<file path="config.mk">
export PLATFORM = sky130hd
export DESIGN_NAME = gimbal_aim_patrol_target_sequencer
export DESIGN_NICKNAME = d
export VERILOG_FILES = /design/src/rtl/gapts_pkg.sv /design/src/rtl/gimbal_aim_patrol_target_sequencer.sv /design/src/rtl/gapts_cfg.sv /design/src/rtl/gapts_core.sv /design/src/rtl/gapts_outq.sv
export SDC_FILE = /design/constraint.sdc
export NUM_CORES = 2
export LEC_CHECK = 0
export BUFFER_PORTS_ARGS = -buffer_cell sky130_fd_sc_hd__buf_2
export CORE_MARGIN = 3
export CORE_UTILIZATION = 50
export CTS_BUF_LIST = sky130_fd_sc_hd__clkbuf_4
export DETAILED_ROUTE_END_ITERATION = 16
export GPL_ROUTABILITY_DRIVEN = 0
export MAX_ROUTING_LAYER = met4
export PLACE_DENSITY_LB_ADDON = 0.15
export SETUP_SLACK_MARGIN = 0.1
export SLEW_MARGIN = 20
export SYNTH_ARGS = -nofsm -noshare
export SYNTH_HDL_FRONTEND = slang
export SYNTH_HIERARCHICAL = 1
export SYNTH_SLANG_ARGS = --single-unit
</file>
<file path="constraint.sdc">
create_clock -name clk -period 10.3 [get_ports clk]
set_clock_uncertainty 0.2 [all_clocks]
set_input_delay 0.515 -clock clk [delete_from_list [all_inputs] [get_ports clk]]
set_output_delay 0.515 -clock clk [all_outputs]
set_load 0.05 [all_outputs]
</file>
<file path="src/rtl/gapts_pkg.sv">
package gapts_pkg;

  localparam int SWEEP_POINTS = 3;
  localparam int FRAC_BITS    = 16;

  localparam logic [7:0] MODE_AIM    = 8'hFF;
  localparam logic [7:0] MODE_PATROL = 8'h01;

  localparam logic [2:0] REG_AIM_GAIN        = 3'd0;
  localparam logic [2:0] REG_REACH_TOLERANCE = 3'd1;
  localparam logic [2:0] REG_WRAP_REACH      = 3'd2;
  localparam logic [2:0] REG_DWELL_TIMEOUT   = 3'd3;
  localparam logic [2:0] REG_SWEEP_ANGLE_A   = 3'd4;
  localparam logic [2:0] REG_SWEEP_ANGLE_B   = 3'd5;
  localparam logic [2:0] REG_SWEEP_ANGLE_C   = 3'd6;
  localparam logic [2:0] REG_SWEEP_PITCH     = 3'd7;

  localparam logic [15:0] AIM_GAIN_RST        = 16'd655;
  localparam logic [12:0] REACH_TOLERANCE_RST = 13'd1000;
  localparam logic [12:0] WRAP_REACH_RST      = 13'd7500;
  localparam logic [15:0] DWELL_TIMEOUT_RST   = 16'd8000;
  localparam logic [12:0] SWEEP_ANGLE_A_RST   = 13'd0;
  localparam logic [12:0] SWEEP_ANGLE_B_RST   = 13'd2730;
  localparam logic [12:0] SWEEP_ANGLE_C_RST   = 13'd5461;
  localparam logic [12:0] SWEEP_PITCH_RST     = 13'd2749;

  localparam logic [29:0]        ACC_MAX         = 30'(8192 << FRAC_BITS);
  localparam logic [12:0]        YAW_RST         = 13'd7476;
  localparam logic [12:0]        PITCH_RST       = 13'd2749;
  localparam logic signed [14:0] YAW_ENTRY_BACK  = 15'sd150;
  localparam logic [12:0]        PITCH_MIN       = 13'd2200;
  localparam logic [12:0]        PITCH_MAX       = 13'd3800;
  localparam logic [5:0]         POS_LIM_AIM     = 6'd40;
  localparam logic [5:0]         POS_LIM_PATROL  = 6'd15;
  localparam logic [11:0]        SPEED_LIM_RUN   = 12'd2000;
  localparam logic [11:0]        SPEED_LIM_RST   = 12'd3000;

  typedef struct packed {
    logic [15:0] aim_gain;
    logic [12:0] reach_tolerance;
    logic [12:0] wrap_reach;
    logic [15:0] dwell_timeout;
    logic [12:0] sweep_angle_a;
    logic [12:0] sweep_angle_b;
    logic [12:0] sweep_angle_c;
    logic [12:0] sweep_pitch;
  } cfg_t;

  typedef struct packed {
    logic signed [14:0] yaw_target;
    logic [12:0]        pitch_target;
    logic [5:0]         position_limit;
    logic [11:0]        speed_limit;
    logic               clear_integrals;
    logic [1:0]         sweep_step;
  } res_t;

  function automatic logic [12:0] point_angle(cfg_t cfg, logic [1:0] idx);
    logic [12:0] a;
    if (idx == 2'd0) begin
      a = cfg.sweep_angle_a;
    end else if (idx == 2'd1) begin
      a = cfg.sweep_angle_b;
    end else begin
      a = cfg.sweep_angle_c;
    end
    return a;
  endfunction

  function automatic logic [1:0] next_point(logic [1:0] idx);
    logic [1:0] n;
    if (idx >= 2'(SWEEP_POINTS - 1)) begin
      n = 2'd0;
    end else begin
      n = idx + 2'd1;
    end
    return n;
  endfunction

endpackage

</file>
<file path="src/rtl/gimbal_aim_patrol_target_sequencer.sv">
// Gimbal aim / patrol target sequencer.
// Input channel (in_valid/in_stall) takes one control tick per beat: mode,
// yaw_angle, pitch_angle, aim_offset, frame_ok. Output channel
// (out_valid/out_stall) returns one beat per tick with the yaw and pitch
// position targets, the loop limits, the sweep step and clear_integrals.
// An accepted beat goes into the input register, then through one pass
// of compare/multiply/clamp into a two-entry output queue. Throughput:
// one beat per cycle while the output queue has room; the single
// 16x16 gain multiply and the accumulator clamp set the per-cycle path.
// When the receiver stalls, the output queue holds up to two results and
// the input register one more; after that in_stall rises.
// Configuration registers sit on the APB port at 4*index; pready is tied
// high. Write them only while the block is idle.
// Reset clears the queue and returns the sequencer state and configuration
// registers to their defaults: yaw target 7476, pitch target 2749, limits 40 and 3000.
module gimbal_aim_patrol_target_sequencer (
  input  logic               clk,
  input  logic               rst,
  input  logic               psel,
  input  logic               penable,
  input  logic               pwrite,
  input  logic [4:0]         paddr,
  input  logic [31:0]        pwdata,
  output logic [31:0]        prdata,
  output logic               pready,
  input  logic               in_valid,
  output logic               in_stall,
  input  logic [7:0]         mode,
  input  logic [12:0]        yaw_angle,
  input  logic [12:0]        pitch_angle,
  input  logic signed [15:0] aim_offset,
  input  logic               frame_ok,
  output logic               out_valid,
  input  logic               out_stall,
  output logic signed [14:0] yaw_target,
  output logic [12:0]        pitch_target,
  output logic [5:0]         position_limit,
  output logic [11:0]        speed_limit,
  output logic               clear_integrals,
  output logic [1:0]         sweep_step
);
  import gapts_pkg::*;

  cfg_t cfg;
  res_t res;
  res_t head;
  logic room;
  logic push;

  gapts_cfg u_cfg (
    .clk     (clk),
    .rst     (rst),
    .psel    (psel),
    .penable (penable),
    .pwrite  (pwrite),
    .paddr   (paddr),
    .pwdata  (pwdata),
    .prdata  (prdata),
    .pready  (pready),
    .cfg     (cfg)
  );

  gapts_core u_core (
    .clk         (clk),
    .rst         (rst),
    .cfg         (cfg),
    .in_valid    (in_valid),
    .in_stall    (in_stall),
    .mode        (mode),
    .yaw_angle   (yaw_angle),
    .pitch_angle (pitch_angle),
    .aim_offset  (aim_offset),
    .frame_ok    (frame_ok),
    .room        (room),
    .push        (push),
    .res         (res)
  );

  gapts_outq u_outq (
    .clk       (clk),
    .rst       (rst),
    .push      (push),
    .res       (res),
    .room      (room),
    .out_valid (out_valid),
    .out_stall (out_stall),
    .head      (head)
  );

  assign yaw_target      = head.yaw_target;
  assign pitch_target    = head.pitch_target;
  assign position_limit  = head.position_limit;
  assign speed_limit     = head.speed_limit;
  assign clear_integrals = head.clear_integrals;
  assign sweep_step      = head.sweep_step;

endmodule

</file>
<file path="src/rtl/gapts_cfg.sv">
module gapts_cfg (
  input  logic                 clk,
  input  logic                 rst,
  input  logic                 psel,
  input  logic                 penable,
  input  logic                 pwrite,
  input  logic [4:0]           paddr,
  input  logic [31:0]          pwdata,
  output logic [31:0]          prdata,
  output logic                 pready,
  output gapts_pkg::cfg_t      cfg
);
  import gapts_pkg::*;

  logic       wr;
  logic [2:0] idx;

  assign pready = 1'b1;
  assign wr     = psel & penable & pwrite;
  assign idx    = paddr[4:2];

  always_ff @(posedge clk) begin
    if (rst) begin
      cfg.aim_gain        <= AIM_GAIN_RST;
      cfg.reach_tolerance <= REACH_TOLERANCE_RST;
      cfg.wrap_reach      <= WRAP_REACH_RST;
      cfg.dwell_timeout   <= DWELL_TIMEOUT_RST;
      cfg.sweep_angle_a   <= SWEEP_ANGLE_A_RST;
      cfg.sweep_angle_b   <= SWEEP_ANGLE_B_RST;
      cfg.sweep_angle_c   <= SWEEP_ANGLE_C_RST;
      cfg.sweep_pitch     <= SWEEP_PITCH_RST;
    end else if (wr) begin
      unique case (idx)
        REG_AIM_GAIN:        cfg.aim_gain        <= pwdata[15:0];
        REG_REACH_TOLERANCE: cfg.reach_tolerance <= pwdata[12:0];
        REG_WRAP_REACH:      cfg.wrap_reach      <= pwdata[12:0];
        REG_DWELL_TIMEOUT:   cfg.dwell_timeout   <= pwdata[15:0];
        REG_SWEEP_ANGLE_A:   cfg.sweep_angle_a   <= pwdata[12:0];
        REG_SWEEP_ANGLE_B:   cfg.sweep_angle_b   <= pwdata[12:0];
        REG_SWEEP_ANGLE_C:   cfg.sweep_angle_c   <= pwdata[12:0];
        REG_SWEEP_PITCH:     cfg.sweep_pitch     <= pwdata[12:0];
        default: ;
      endcase
    end
  end

  always_comb begin
    unique case (idx)
      REG_AIM_GAIN:        prdata = 32'(cfg.aim_gain);
      REG_REACH_TOLERANCE: prdata = 32'(cfg.reach_tolerance);
      REG_WRAP_REACH:      prdata = 32'(cfg.wrap_reach);
      REG_DWELL_TIMEOUT:   prdata = 32'(cfg.dwell_timeout);
      REG_SWEEP_ANGLE_A:   prdata = 32'(cfg.sweep_angle_a);
      REG_SWEEP_ANGLE_B:   prdata = 32'(cfg.sweep_angle_b);
      REG_SWEEP_ANGLE_C:   prdata = 32'(cfg.sweep_angle_c);
      REG_SWEEP_PITCH:     prdata = 32'(cfg.sweep_pitch);
      default:             prdata = 32'd0;
    endcase
  end

endmodule

</file>
<file path="src/rtl/gapts_core.sv">
module gapts_core (
  input  logic                  clk,
  input  logic                  rst,
  input  gapts_pkg::cfg_t       cfg,
  input  logic                  in_valid,
  output logic                  in_stall,
  input  logic [7:0]            mode,
  input  logic [12:0]           yaw_angle,
  input  logic [12:0]           pitch_angle,
  input  logic signed [15:0]    aim_offset,
  input  logic                  frame_ok,
  input  logic                  room,
  output logic                  push,
  output gapts_pkg::res_t       res
);
  import gapts_pkg::*;

  // input register
  logic               s1_valid;
  logic [7:0]         s1_mode;
  logic [12:0]        s1_yaw;
  logic [12:0]        s1_pitch;
  logic signed [15:0] s1_offset;
  logic               s1_frame;
  logic               in_accept;

  // block state
  logic [7:0]         previous_mode, previous_mode_next;
  logic [29:0]        acc, acc_next;
  logic [12:0]        pitch_hold, pitch_hold_next;
  logic [1:0]         sweep_index, sweep_index_next;
  logic [16:0]        dwell_count, dwell_count_next;
  logic [12:0]        sweep_target, sweep_target_next;
  logic signed [14:0] yaw_setpoint, yaw_setpoint_next;
  logic [12:0]        pitch_setpoint, pitch_setpoint_next;
  logic [5:0]         pos_limit, pos_limit_next;
  logic [11:0]        speed_limit, speed_limit_next;
  logic               clr;

  assign in_stall  = s1_valid & ~room;
  assign in_accept = in_valid & ~in_stall;
  assign push      = s1_valid & room;

  always_ff @(posedge clk) begin
    if (rst) begin
      s1_valid <= 1'b0;
    end else begin
      s1_valid <= in_accept | (s1_valid & ~room);
    end
  end

  always_ff @(posedge clk) begin
    if (in_accept) begin
      s1_mode   <= mode;
      s1_yaw    <= yaw_angle;
      s1_pitch  <= pitch_angle;
      s1_offset <= aim_offset;
      s1_frame  <= frame_ok;
    end
  end

  always_comb begin
    logic                 entered;
    logic [29:0]          acc_base;
    logic signed [32:0]   prod;
    logic signed [33:0]   diff;
    logic [12:0]          hold_base;
    logic [1:0]           pick;
    logic [1:0]           idx_b;
    logic [12:0]          tgt_b;
    logic [16:0]          dwell_b;
    logic [16:0]          dwell_inc;
    logic [12:0]          ang_err;
    logic                 reached;
    logic [1:0]           idx_n;
    logic [12:0]          tgt_n;

    previous_mode_next  = previous_mode;
    acc_next            = acc;
    pitch_hold_next     = pitch_hold;
    sweep_index_next    = sweep_index;
    dwell_count_next    = dwell_count;
    sweep_target_next   = sweep_target;
    yaw_setpoint_next   = yaw_setpoint;
    pitch_setpoint_next = pitch_setpoint;
    pos_limit_next      = pos_limit;
    speed_limit_next    = speed_limit;
    clr                 = 1'b0;

    entered   = s1_mode != previous_mode;
    acc_base  = acc;
    hold_base = pitch_hold;
    prod      = $signed({1'b0, cfg.aim_gain}) * s1_offset;
    diff      = '0;
    pick      = 2'd0;
    idx_b     = sweep_index;
    tgt_b     = sweep_target;
    dwell_b   = dwell_count;
    dwell_inc = '0;
    ang_err   = '0;
    reached   = 1'b0;
    idx_n     = '0;
    tgt_n     = '0;

    previous_mode_next = s1_mode;

    if (s1_mode == MODE_AIM) begin
      if (entered) begin
        pos_limit_next      = POS_LIM_AIM;
        speed_limit_next    = SPEED_LIM_RUN;
        acc_base            = 30'({s1_yaw, 16'h0000});
        hold_base           = s1_pitch;
        yaw_setpoint_next   = $signed({2'b00, s1_yaw}) - YAW_ENTRY_BACK;
        pitch_setpoint_next = s1_pitch;
      end
      diff = $signed({4'b0000, acc_base}) - 34'(prod);
      if (diff < 0) begin
        acc_next = '0;
      end else if (diff > $signed({4'b0000, ACC_MAX})) begin
        acc_next = ACC_MAX;
      end else begin
        acc_next = diff[29:0];
      end
      if (hold_base > PITCH_MAX) begin
        pitch_hold_next = PITCH_MAX;
      end else if (hold_base < PITCH_MIN) begin
        pitch_hold_next = PITCH_MIN;
      end else begin
        pitch_hold_next = hold_base;
      end
      if (s1_frame) begin
        yaw_setpoint_next   = $signed({1'b0, acc_next[29:16]});
        pitch_setpoint_next = pitch_hold_next;
      end
    end else if (s1_mode == MODE_PATROL) begin
      if (entered) begin
        for (int i = SWEEP_POINTS - 1; i >= 1; i--) begin
          if (s1_yaw > point_angle(cfg, 2'(i - 1)) && s1_yaw < point_angle(cfg, 2'(i))) begin
            pick = 2'(i);
          end
        end
        idx_b               = pick;
        tgt_b               = point_angle(cfg, pick);
        yaw_setpoint_next   = $signed({2'b00, tgt_b});
        acc_next            = 30'({tgt_b, 16'h0000});
        pitch_setpoint_next = cfg.sweep_pitch;
        pitch_hold_next     = cfg.sweep_pitch;
        dwell_b             = '0;
        clr                 = 1'b1;
        pos_limit_next      = POS_LIM_PATROL;
        speed_limit_next    = SPEED_LIM_RUN;
      end
      dwell_inc = dwell_b + 17'd1;
      ang_err   = (s1_yaw > tgt_b) ? s1_yaw - tgt_b : tgt_b - s1_yaw;
      reached   = (ang_err > cfg.wrap_reach) || (ang_err < cfg.reach_tolerance);
      sweep_index_next  = idx_b;
      sweep_target_next = tgt_b;
      dwell_count_next  = dwell_inc;
      if (reached || dwell_inc > 17'(cfg.dwell_timeout)) begin
        idx_n             = next_point(idx_b);
        tgt_n             = point_angle(cfg, idx_n);
        sweep_index_next  = idx_n;
        sweep_target_next = tgt_n;
        yaw_setpoint_next = $signed({2'b00, tgt_n});
        acc_next          = 30'({tgt_n, 16'h0000});
        dwell_count_next  = '0;
      end
    end
  end

  always_ff @(posedge clk) begin
    if (rst) begin
      previous_mode  <= '0;
      acc            <= 30'({YAW_RST, 16'h0000});
      pitch_hold     <= PITCH_RST;
      sweep_index    <= '0;
      dwell_count    <= '0;
      sweep_target   <= '0;
      yaw_setpoint   <= $signed({2'b00, YAW_RST});
      pitch_setpoint <= PITCH_RST;
      pos_limit      <= POS_LIM_AIM;
      speed_limit    <= SPEED_LIM_RST;
    end else if (push) begin
      previous_mode  <= previous_mode_next;
      acc            <= acc_next;
      pitch_hold     <= pitch_hold_next;
      sweep_index    <= sweep_index_next;
      dwell_count    <= dwell_count_next;
      sweep_target   <= sweep_target_next;
      yaw_setpoint   <= yaw_setpoint_next;
      pitch_setpoint <= pitch_setpoint_next;
      pos_limit      <= pos_limit_next;
      speed_limit    <= speed_limit_next;
    end
  end

  always_comb begin
    res.yaw_target      = yaw_setpoint_next;
    res.pitch_target    = pitch_setpoint_next;
    res.position_limit  = pos_limit_next;
    res.speed_limit     = speed_limit_next;
    res.clear_integrals = clr;
    res.sweep_step      = sweep_index_next;
  end

endmodule

</file>
<file path="src/rtl/gapts_outq.sv">
module gapts_outq (
  input  logic                  clk,
  input  logic                  rst,
  input  logic                  push,
  input  gapts_pkg::res_t       res,
  output logic                  room,
  output logic                  out_valid,
  input  logic                  out_stall,
  output gapts_pkg::res_t       head
);
  import gapts_pkg::*;

  res_t       slot [2];
  logic       wptr;
  logic       rptr;
  logic [1:0] cnt;
  logic       pop;

  assign room      = cnt != 2'd2;
  assign out_valid = cnt != 2'd0;
  assign pop       = out_valid & ~out_stall;
  assign head      = slot[rptr];

  always_ff @(posedge clk) begin
    if (rst) begin
      wptr <= 1'b0;
      rptr <= 1'b0;
      cnt  <= '0;
    end else begin
      if (push) begin
        wptr <= ~wptr;
      end
      if (pop) begin
        rptr <= ~rptr;
      end
      cnt <= cnt + 2'(push) - 2'(pop);
    end
  end

  always_ff @(posedge clk) begin
    if (push) begin
      slot[wptr] <= res;
    end
  end

endmodule

</file>
==> run metrics <==
P_leak 0.0158 uW; PD cells between 200 and 300 nW/um^2; site row count a little over 90; Synth cell types 100; fraction of registers with async set or reset after synthesis 0; Core Footprint roughly 65000 um^2; Cell Area, Placed 34000 um^2; Final ANT Viol Nets 0; Crit. End Element flop; Vias/cell around 5.7; initial detailed-routing violation count 2244; Routed wire per std cell just over 20 um; Hold Fails Final Rpt 0; CTS H-Tree Depth 3; DPL Wire Length between 70 and 80 mm; clock tree buffer depth 3; first-pass GRT wire length 154 mm; Slew @ Worst Pin around 1.0 ns; die height 262 um; vias in the first global route around 27000; Starting Density 0.507; RSZ-0062 raised after global routing false; # DRC 0; Clock Tree Root clkbuf_4; WP data arrival around 10 ns; commonest non-fill, non-tap cell in the layout nand2_1; P&R area growth vs syn 10.9%; most frequent cells in the layout 509 x nand2_1, 466 x inv_1, 244 x dfxtp_1; Worst Path Max Fanout 19; sequential cell area fraction in the yosys report 0.286; post-CTS sizing 0; GRT Total Usage 0.299; slowest CP cell a21oi_1; Peak Freq between 100 and 150 MHz; Critical Path Source Type flop; largest net degree at the start of global routing 112; crit path time final ~9.8 ns; post-route insts no fill a little under 5000; TritonCTS clock tree done; Max Slew Vio Count 0; IO Pins ~180; WS Path Type flop to flop; Post-synth top flop dfxtp_1; Post-synth EDFFs ~150; Max Cap Viol 0; setup TNS 0 ns; Final Routed Wirelength around 100 mm; post-synthesis instance total roughly 3700; Post-Route Utilization 0.562; DIE AREA 68700 um^2; fillers slightly above 6000; CTS buffer count approximately 110; status finished clean; Max-slew headroom 0.295; largest stage delay on the critical path approximately 0.78 ns; total gr overflow 0; Placement Setup Slack roughly 0.85 ns; Clk Latency, worst-skew pair between 0.9 and 1 ns; vias approximately 28000; nets 4472; Ys Warns 6; initial antenna violation count 1; post-route clock period utilization 0.948; Placed Cells ~4600; CTS sink count just under 400; worst setup margin between 0.5 and 0.6 ns; Post-Syn Area approximately 33000 um^2; Req. time, crit path between 10 and 15 ns; Syn Area/Cell around 8.8 um^2; Clock transition at path regs about 0.070 ns; die width ~260 um; cell area after layout ~36000 um^2; count of final setup violators 0; VDD IR max ~370 uV; First-pass DRT Iterations 6; layout cells sized above 1 0.129; synthesized flop and latch total 394; IO buf count ~140; Worst Hold Class input port to flop
worst paths after layout:
check | start | end | slack (ns) | cells after the start
max | u_core/s1_yaw[3] | u_core/yaw_setpoint[1] | 0.53 | 38
min | aim_offset[4] | u_core/s1_offset[4] | 0.11 | 2
max reg2reg | u_core/s1_yaw[3] | u_core/yaw_setpoint[1] | 0.53 | 38
min reg2reg | u_core/pos_limit[3] | u_core/pos_limit[3] | 0.24 | 1
flip-flops by register name, summed over array words and instances, names as in the netlist, named ones only:
signal	flops
u_core/previous_mode_next	8
u_outq/cnt	2
u_outq/rptr	1
u_core/acc	30
u_core/s1_pitch	13
u_outq/slot	98
u_core/pitch_setpoint	13
u_core/sweep_index	2
u_core/speed_limit	12
u_core/s1_offset	16
u_core/previous_mode	8
u_outq/wptr	1
u_core/pitch_hold	13
u_core/s1_yaw	13
u_core/s1_valid	1
u_core/pos_limit	6
u_core/yaw_setpoint	15
u_core/s1_frame	1
u_core/dwell_count	17
u_core/sweep_target	13
u_cfg/cfg	110
final cells by class:
type                       count  area [um^2]  area share
multi-input combinational   2667        20700       0.569
sequential                   394         9380       0.258
timing repair buffer         283         2020      0.0555
inverter                     467         1750      0.0482
clock buffer                 173         1300      0.0357
tap                          855         1070      0.0294
clock inverter                25          118     0.00324
antenna                        5         12.5    0.000344
cell usage after synthesis, types with 11 or more instances:
| cell | n | area, um^2 |
|---|---|---|
| a211o_1 | 21 | 184 |
| xor2_1 | 25 | 219 |
| nor4_1 | 11 | 68.8 |
| nor2b_1 | 39 | 244 |
| nor2_1 | 214 | 803 |
| buf_1 | 14 | 52.6 |
| dfxtp_1 | 245 | 4900 |
| mux2i_1 | 57 | 571 |
| buf_4 | 29 | 218 |
| a22o_1 | 32 | 280 |
| a21o_1 | 49 | 368 |
| ha_1 | 229 | 2870 |
| o211ai_1 | 31 | 233 |
| mux2_4 | 14 | 210 |
| clkbuf_1 | 137 | 514 |
| inv_1 | 466 | 1750 |
| a211oi_1 | 42 | 315 |
| nand4_1 | 26 | 163 |
| a31oi_1 | 18 | 113 |
| and3_1 | 42 | 263 |
| o21bai_1 | 13 | 97.6 |
| o21ai_0 | 109 | 546 |
| a21oi_1 | 232 | 1160 |
| buf_2 | 33 | 165 |
| xnor2_1 | 36 | 315 |
| nand3b_1 | 41 | 308 |
| o31a_1 | 13 | 114 |
| nor3_1 | 43 | 215 |
| o21a_1 | 27 | 203 |
| a221oi_1 | 36 | 315 |
| nand2_1 | 509 | 1910 |
| fa_1 | 226 | 4520 |
| nand3_1 | 67 | 335 |
| mux2_2 | 59 | 664 |
| and2_1 | 163 | 1020 |
| nand2b_1 | 25 | 156 |
| or3_1 | 24 | 150 |
| or2_2 | 12 | 75.1 |
| edfxtp_1 | 149 | 4470 |
metrics by stage:
stage / hold WS, ns / power (uW)
final: 0.110 / 9140
after global routing: 0.0704 / 9830
after CTS: 0.0000288 / 9110
after detailed placement: 0.221 / 7550
after global placement: 0.218 / 7560
after floorplan: 0.206 / 6060
power by group:
| part | leakage, uW | internal (uW) | switching [uW] |
|---|---|---|---|
| combinational | 0.0116 | 2160 | 3770 |
| clock | 0.000848 | 759 | 715 |
| sequential | 0.00328 | 1680 | 63.5 |
layer usage:
layer	wire length, um	vias to the layer above	global-route usage
met2	47200	1025	0.480
met1	43000	13500	0.387
met4	3490	0	0.104
li1	-	13100	-
met3	6980	193	0.0473
met5	0	-	-
repair_timing:
action	in CTS	in global routing
buffers inserted	0	0
endpoints found under the hold margin	188	0
hold buffers	84	0
cells by family (layout without fill, tap and decap cells):
| group | Yosys count | in the layout | share of synthesized area |
|---|---|---|---|
| AOI/OAI and AO/OA | 746 | 746 | 0.155 |
| xor gates and xnor gates | 62 | 62 | 0.0170 |
| adders and majority gates | 455 | 455 | 0.225 |
| buffers and inverters | 689 | 948 | 0.0859 |
| DFF | 394 | 394 | 0.286 |
| muxes | 130 | 130 | 0.0441 |
| other | 2 | 22 | 0.000229 |
| and+or+nand+nor | 1257 | 1257 | 0.186 |
critical path: cells and delay by family, from the launching register on:
kind | cells | cell delay (ns)
DFF | 1 | 0.60
muxes | 1 | 0.25
buffers and inverters | 3 | 0.67
xor gates and xnor gates | 1 | 0.15
AOI/OAI and AO/OA | 20 | 5.06
and+or+nand+nor | 10 | 1.70
adders and majority gates | 3 | 1.00
Power figures use the tool's default switching activity.
